$ cat src/hdl/cfr_pkg.sv
`timescale 1ns / 1ps
`default_nettype none

package cfr_pkg;

  localparam logic [7:0] SYNC_FIRST         = 8'hAA;
  localparam logic [7:0] SYNC_SECOND        = 8'hAF;
  localparam logic [7:0] FUNC_LIMIT         = 8'hF1;
  localparam logic [7:0] ACK_ID             = 8'hEF;
  localparam logic [7:0] ACK_FUNC           = 8'h02;
  localparam logic [7:0] FUNC_GYRO          = 8'h01;
  localparam logic [7:0] FUNC_QUERY         = 8'h02;
  localparam logic [7:0] ARG_GYRO_CAL       = 8'h02;
  localparam logic [7:0] ARG_PARAM_READ     = 8'h01;
  localparam logic [7:0] ARG_VERSION        = 8'hA0;
  localparam logic [7:0] ARG_ACK            = 8'hA1;
  localparam logic [7:0] FUNC_ACK_LOW       = 8'h10;
  localparam logic [7:0] FUNC_ACK_HIGH      = 8'h15;
  localparam logic [7:0] LENGTH_LIMIT_RESET = 8'd50;

  // sum of the four fixed leading bytes of an acknowledge frame
  localparam logic [7:0] ACK_HEAD_SUM = 8'(SYNC_FIRST + SYNC_FIRST + ACK_ID + ACK_FUNC);

  localparam logic [2:0] ACK_BEATS = 3'd7;

  typedef enum logic [2:0] {
    PH_IDLE  = 3'd0,
    PH_SYNC  = 3'd1,
    PH_FUNC  = 3'd2,
    PH_LEN   = 3'd3,
    PH_FIRST = 3'd4,
    PH_MORE  = 3'd5,
    PH_CHECK = 3'd6
  } cfr_phase_t;

  typedef struct packed {
    logic       is_ack;
    logic [7:0] func;
    logic [7:0] sum;
    logic       gyro;
    logic       param;
    logic       ver;
  } cfr_event_t;

endpackage

`default_nettype wire

$ cat src/hdl/command_frame_receiver_unit.sv
// channel  direction  handshake              payload
// in       input      in_valid / in_ready    rx_byte
// out      output     out_valid / out_ready  ack_byte, ack_valid, gyro_cal_request,
//                                            param_read_request, version_request, last
// cfg      input      cfg_valid / cfg_ready  cfg_data (length_limit)
//
// one byte is taken per cycle while in_ready is high; the parser step is a single register-to-register pass
// a valid frame leaves one event in a one-entry slot; the emitter turns it into
// one result beat, or seven beats for an acknowledge frame, one beat per cycle while out_ready is high
// in_ready drops only while the event slot is full and the emitter is still busy
// synchronous reset returns the parser to idle and empties slot and output register
// cfg_ready is always high; length_limit resets to 50
`timescale 1ns / 1ps
`default_nettype none

module command_frame_receiver_unit import cfr_pkg::*; (
  input  wire logic       clk,
  input  wire logic       rst,
  input  wire logic       in_valid,
  output logic            in_ready,
  input  wire logic [7:0] rx_byte,
  output logic            out_valid,
  input  wire logic       out_ready,
  output logic [7:0]      ack_byte,
  output logic            ack_valid,
  output logic            gyro_cal_request,
  output logic            param_read_request,
  output logic            version_request,
  output logic            last,
  input  wire logic       cfg_valid,
  output logic            cfg_ready,
  input  wire logic [7:0] cfg_data
);

  logic [7:0] length_limit;
  logic       in_accept;
  logic       ev_valid;
  cfr_event_t ev;
  logic       pend_valid;
  cfr_event_t pend;
  logic       emit_free;
  logic       pend_load;
  logic       advance;
  logic [2:0] idx;
  logic [7:0] emit_func;
  logic [7:0] emit_sum;
  logic [7:0] beat_byte;

  assign cfg_ready = 1'b1;

  always_ff @(posedge clk) begin
    if (rst) begin
      length_limit <= LENGTH_LIMIT_RESET;
    end else if (cfg_valid && cfg_ready) begin
      length_limit <= cfg_data;
    end
  end

  assign emit_free = !out_valid || (out_ready && last);
  assign pend_load = pend_valid && emit_free;
  assign in_ready  = !pend_valid || pend_load;
  assign in_accept = in_valid && in_ready;
  assign advance   = out_valid && out_ready && !last;

  cfr_parser u_parser (
    .clk          (clk),
    .rst          (rst),
    .step         (in_accept),
    .rx_byte      (rx_byte),
    .length_limit (length_limit),
    .ev_valid     (ev_valid),
    .ev           (ev)
  );

  always_ff @(posedge clk) begin
    if (rst) begin
      pend_valid <= 1'b0;
    end else if (in_accept && ev_valid) begin
      pend_valid <= 1'b1;
    end else if (pend_load) begin
      pend_valid <= 1'b0;
    end
  end

  always_ff @(posedge clk) begin
    if (in_accept && ev_valid) begin
      pend <= ev;
    end
  end

  // acknowledge byte for the beat that follows the one at idx
  always_comb begin
    case (idx)
      3'd1:    beat_byte = SYNC_FIRST;
      3'd2:    beat_byte = ACK_ID;
      3'd3:    beat_byte = ACK_FUNC;
      3'd4:    beat_byte = emit_func;
      3'd5:    beat_byte = emit_sum;
      3'd6:    beat_byte = 8'(ACK_HEAD_SUM + emit_func + emit_sum);
      default: beat_byte = SYNC_FIRST;
    endcase
  end

  always_ff @(posedge clk) begin
    if (rst) begin
      out_valid <= 1'b0;
      idx       <= 3'd0;
    end else if (pend_load) begin
      out_valid <= 1'b1;
      idx       <= pend.is_ack ? 3'd1 : 3'd0;
    end else if (advance) begin
      idx <= 3'(idx + 3'd1);
    end else if (out_valid && out_ready) begin
      out_valid <= 1'b0;
    end
  end

  always_ff @(posedge clk) begin
    if (pend_load) begin
      emit_func          <= pend.func;
      emit_sum           <= pend.sum;
      ack_valid          <= pend.is_ack;
      ack_byte           <= pend.is_ack ? SYNC_FIRST : 8'd0;
      gyro_cal_request   <= pend.is_ack ? 1'b0 : pend.gyro;
      param_read_request <= pend.is_ack ? 1'b0 : pend.param;
      version_request    <= pend.is_ack ? 1'b0 : pend.ver;
      last               <= !pend.is_ack;
    end else if (advance) begin
      ack_byte <= beat_byte;
      last     <= (idx == 3'(ACK_BEATS - 3'd1));
    end
  end

`ifndef NO_ASSERTIONS
  a_burst_continues: assert property (@(posedge clk) disable iff (rst)
    advance |=> out_valid && ack_valid)
    else $error("acknowledge burst broken");

  a_last_at_end: assert property (@(posedge clk) disable iff (rst)
    out_valid && ack_valid |-> (last == (idx == ACK_BEATS)))
    else $error("acknowledge last beat misplaced");

  a_flag_single: assert property (@(posedge clk) disable iff (rst)
    out_valid && !ack_valid |-> last)
    else $error("request result not marked last");

  a_one_kind: assert property (@(posedge clk) disable iff (rst)
    out_valid |-> $onehot0({ack_valid, gyro_cal_request, param_read_request, version_request}))
    else $error("result mixes kinds");

  a_event_kept: assert property (@(posedge clk) disable iff (rst)
    pend_valid && !pend_load |=> pend_valid && $stable(pend))
    else $error("pending event lost");
`endif

endmodule

`default_nettype wire

$ cat src/hdl/cfr_parser.sv
`timescale 1ns / 1ps
`default_nettype none

module cfr_parser import cfr_pkg::*; (
  input  wire logic       clk,
  input  wire logic       rst,
  input  wire logic       step,
  input  wire logic [7:0] rx_byte,
  input  wire logic [7:0] length_limit,
  output logic            ev_valid,
  output cfr_event_t      ev
);

  cfr_phase_t phase, phase_next;
  logic [7:0] remaining_len, remaining_len_next;
  logic [7:0] running_sum, running_sum_next;
  logic [7:0] function_code, function_code_next;
  logic [7:0] first_payload, first_payload_next;
  logic [7:0] sum_plus;
  logic [7:0] rem_dec;

  assign sum_plus = 8'(running_sum + rx_byte);
  assign rem_dec  = 8'(remaining_len - 8'd1);

  always_comb begin
    phase_next         = phase;
    remaining_len_next = remaining_len;
    running_sum_next   = running_sum;
    function_code_next = function_code;
    first_payload_next = first_payload;
    if (step) begin
      case (phase)
        PH_IDLE: begin
          if (rx_byte == SYNC_FIRST) begin
            phase_next       = PH_SYNC;
            running_sum_next = rx_byte;
          end
        end
        PH_SYNC: begin
          if (rx_byte == SYNC_SECOND) begin
            phase_next       = PH_FUNC;
            running_sum_next = sum_plus;
          end else begin
            phase_next = PH_IDLE;
          end
        end
        PH_FUNC: begin
          if (rx_byte < FUNC_LIMIT) begin
            phase_next         = PH_LEN;
            function_code_next = rx_byte;
            running_sum_next   = sum_plus;
          end else begin
            phase_next = PH_IDLE;
          end
        end
        PH_LEN: begin
          if (rx_byte < length_limit) begin
            phase_next         = PH_FIRST;
            remaining_len_next = rx_byte;
            running_sum_next   = sum_plus;
          end else begin
            phase_next = PH_IDLE;
          end
        end
        PH_FIRST, PH_MORE: begin
          if (remaining_len == 8'd0) begin
            phase_next = PH_IDLE;
          end else begin
            if (phase == PH_FIRST) begin
              first_payload_next = rx_byte;
            end
            remaining_len_next = rem_dec;
            running_sum_next   = sum_plus;
            phase_next         = (rem_dec == 8'd0) ? PH_CHECK : PH_MORE;
          end
        end
        default: begin
          phase_next = PH_IDLE;
        end
      endcase
    end
  end

  always_comb begin
    ev_valid  = step && (phase == PH_CHECK) && (rx_byte == running_sum);
    ev.func   = function_code;
    ev.sum    = running_sum;
    ev.is_ack = ((function_code == FUNC_QUERY) && (first_payload == ARG_ACK)) ||
                ((function_code >= FUNC_ACK_LOW) && (function_code <= FUNC_ACK_HIGH));
    ev.gyro   = (function_code == FUNC_GYRO) && (first_payload == ARG_GYRO_CAL);
    ev.param  = (function_code == FUNC_QUERY) && (first_payload == ARG_PARAM_READ);
    ev.ver    = (function_code == FUNC_QUERY) && (first_payload == ARG_VERSION);
  end

  always_ff @(posedge clk) begin
    if (rst) begin
      phase         <= PH_IDLE;
      remaining_len <= 8'd0;
      running_sum   <= 8'd0;
      function_code <= 8'd0;
      first_payload <= 8'd0;
    end else begin
      phase         <= phase_next;
      remaining_len <= remaining_len_next;
      running_sum   <= running_sum_next;
      function_code <= function_code_next;
      first_payload <= first_payload_next;
    end
  end

endmodule

`default_nettype wire
$ cat config.mk
export PLATFORM = sky130hd
export DESIGN_NAME = command_frame_receiver_unit
export DESIGN_NICKNAME = d
export VERILOG_FILES = /design/src/hdl/cfr_pkg.sv /design/src/hdl/command_frame_receiver_unit.sv /design/src/hdl/cfr_parser.sv
export SDC_FILE = /design/constraint.sdc
export NUM_CORES = 1
export LEC_CHECK = 0
export BUFFER_PORTS_ARGS = -buffer_cell sky130_fd_sc_hd__buf_2
export CAP_MARGIN = 10
export CORE_MARGIN = 3
export CORE_UTILIZATION = 50
export DETAILED_ROUTE_END_ITERATION = 16
export GPL_ROUTABILITY_DRIVEN = 0
export PLACE_DENSITY = 0.64
export SLEW_MARGIN = 20
export SYNTH_ARGS = -nofsm -noshare
export SYNTH_HDL_FRONTEND = slang
export SYNTH_SLANG_ARGS = --single-unit
$ cat constraint.sdc
create_clock -name clk -period 3.24 [get_ports clk]
set_clock_uncertainty 0.15 [all_clocks]
set_input_delay 0.162 -clock clk [delete_from_list [all_inputs] [get_ports clk]]
set_output_delay 0.162 -clock clk [all_outputs]
set_load 0.02 [all_outputs]
==> impl_results.md <==
* Status: finished, final reports clean
* Initial antenna violation count at 0
* Layout cell share with drive strength beyond 1 at 0.123
* Pre-Repair DR Iteration Count at 4
* Area leader, netlist: edfxtp_1
* Yosys top cell area share at 0.287
* Data arrival, critical path at 2.66 ns
* Port buffer count at 35
* Synth area leaders: edfxtp_1 (29%), dfxtp_1 (19%), ha_1 (8.5%)
* Postcts setup bufs at 0
* P_leak at 2.29 nW
* Netlist cell types at 72
* Hold Vio Cnt, Final at 0
* Most common cell after layout, fill and taps aside: nor2_1
* Wire per inst at 14.7 µm
* Ant diodes at 0
* Crit start category: register
* Clk_lat worst skew at 0.37 ns
* Final Max Tran Viols at 0
* Area growth syn-to-layout at 10.3%
* Global route total overflow at 0
* Fill cell count at 859
* Yosys reg bits at 97
* Maximum vdd drop at 0.169 mV
* Fin Setup TNS at 0 ns
* Nets at 606
* Commonest cells after routing, fill and taps aside: nor2_1 (63), edfxtp_1 (49), dfxtp_1 (48)
* Post-synth EDFFs at 49
* Largest net degree at the start of global routing at 42
* Detailed placement HPWL at 7390 µm
* R2R cell count at 10
* Die area at 11500 µm²
* TritonCTS Buffers at 9
* Clock-pin slew on the worst setup and hold paths at 0.09 ns
* Post-Syn Area at 5130 µm²
* Worst min path class: primary input to register
* Core Footprint at 9860 µm²
* Initial core utilization at 0.520
* Final Cycle Share at 0.806
* CTS tree: yes
* DRC at 0
* Critical path class: register to register
* Hold Path Depth at 3
* Async set-or-reset flop fraction in the synthesized netlist at 0
* Max reg flops at 20
* # rows at 36
* Critical path required time at 3.29 ns
* First-pass GRT wire length at 17000 µm
* Slew margin rel. at 0.472
* Total GRT Usage at 0.189
* Htree depth at 3
* Max Clk Rate at 383 MHz
* Die Span Y at 107 µm
* Predominant post-synthesis flop cell: edfxtp_1
* Crit. End Element: register
* CTS root buffer: clkbuf_8
* Worst-Margin Slew at 0.791 ns
* Drt initial violations at 181
* Routed Antenna Nets at 0
* IO Pins at 37
* Cell area power density at 378 nW/µm²
* Number of max-cap violations at 0
* Max Root-Sink Buffers at 2
* Num Clock Sinks at 97
* Mapped Cells at 512
* Post-synthesis sequential area ratio at 0.474
* Most flop-heavy register: pend
* Crit-path max FO at 2
* Synth Net Count at 570
* Die width at 107 µm
* WHS at 0.0163 ns
* RSZ-0062 raised after global routing: no
* DRT Wirelength at 10100 µm
* Vias per std cell at 5.49
* Final setup violation count at 0
* Synth warnings at 0
* DR vias at 3767
* Syn Area/Cell at 10.0 µm²
* Number of global-route vias before repair at 3553
* Fin crit period at 2.61 ns
## critical path, cell delays in order (launching register included)
cell and delay [ns]:
edfxtp_1 0.36, inv_1 0.05, ha_1 0.33, inv_1 0.06, ha_1 0.28, a21o_1 0.18, a21oi_1 0.23, o21bai_1 0.09
a21oi_1 0.17, mux2_2 0.35, nor3_1 0.19
## path summary, 6_finish.rpt
kind / startpoint / endpoint / slack (ns)
max reg2reg: emit_func[2] / ack_byte[6] / 0.63
min reg2reg: pend[5] / emit_sum[2] / 0.27
min: out_ready / idx[1] / 0.02
max: emit_func[2] / ack_byte[6] / 0.63
## kinds of logic after synthesis
group,synth area share
flip-flops,0.474
buffers and inverters,0.0500
XOR/XNOR,0.0222
adder cells (fa/ha/maj),0.0931
AND/OR/NAND/NOR,0.169
AO/OA/AOI/OAI,0.132
multiplexers,0.0590
other,0.000730
## stage by stage
stage                     setup WS (ns)   util  std cells  cell area (µm²)  power [mW]
after floorplan                   0.853      -        512             5130        1.38
after global placement            0.688  0.547        662             5400        1.41
after detailed placement          0.643  0.547        662             5400        1.42
after CTS                         0.637  0.574        686             5660        2.16
after global routing              0.383  0.574        686             5660        2.23
final                             0.629  0.574        686             5660        2.14
## metal layers
metal / track usage / wire [µm] / vias to the layer above
met5: 0 / 0 / -
met4: 0.103 / 318 / 0
met3: 0.0264 / 340 / 21
met2: 0.312 / 4870 / 91
met1: 0.238 / 4570 / 1761
li1: - / - / 1894
## timing repair
action                    4_1_cts  5_1_grt
hold endpoints to repair        8        0
gates resized for setup         0        0
hold buffers                    8        0
## synthesized netlist by cell type, types with 2 or more instances
master	instances
a211o_1	4
o211ai_1	5
a222oi_1	3
buf_2	3
inv_1	38
nand3b_1	2
buf_6	2
and2_1	3
fa_1	2
o211ai_2	2
nor3b_1	2
and3_1	6
nand2_2	2
clkbuf_1	15
a211oi_1	5
or3_1	3
nor3_1	11
dfxtp_1	48
nor2_1	63
xnor2_1	9
o21a_1	8
nand2_1	34
nor4_1	10
nand4_1	3
xor2_1	4
mux2i_1	28
nor4b_1	2
nand3_1	2
a21oi_1	34
nor2b_1	9
ha_1	35
clkinv_1	2
nand2b_1	6
a22o_1	2
o31ai_1	3
edfxtp_1	49
o21ai_0	14
mux2_2	2
a22oi_1	2
a21o_1	2
o22ai_1	2
## final cells by class
cell class | instances | area, µm² | area share
Clock inverter | 4 | 26.3 | 0.00464
Sequential cell | 97 | 2430 | 0.430
Inverter | 40 | 150 | 0.0265
Clock buffer | 12 | 156 | 0.0276
Timing Repair Buffer | 47 | 285 | 0.0504
Tap cell | 133 | 166 | 0.0294
Multi-Input combinational cell | 353 | 2440 | 0.432
## report_power, final
group / internal (mW) / total, mW / leakage (nW) / switching [mW]
Combinational: 0.0438 / 0.111 / 1.33 / 0.0673
Clock: 0.326 / 0.744 / 0.0915 / 0.418
Sequential: 1.28 / 1.28 / 0.865 / 0.00260
Total: 1.65 / 2.14 / 2.29 / 0.488
(Power assumes the default switching activity.)
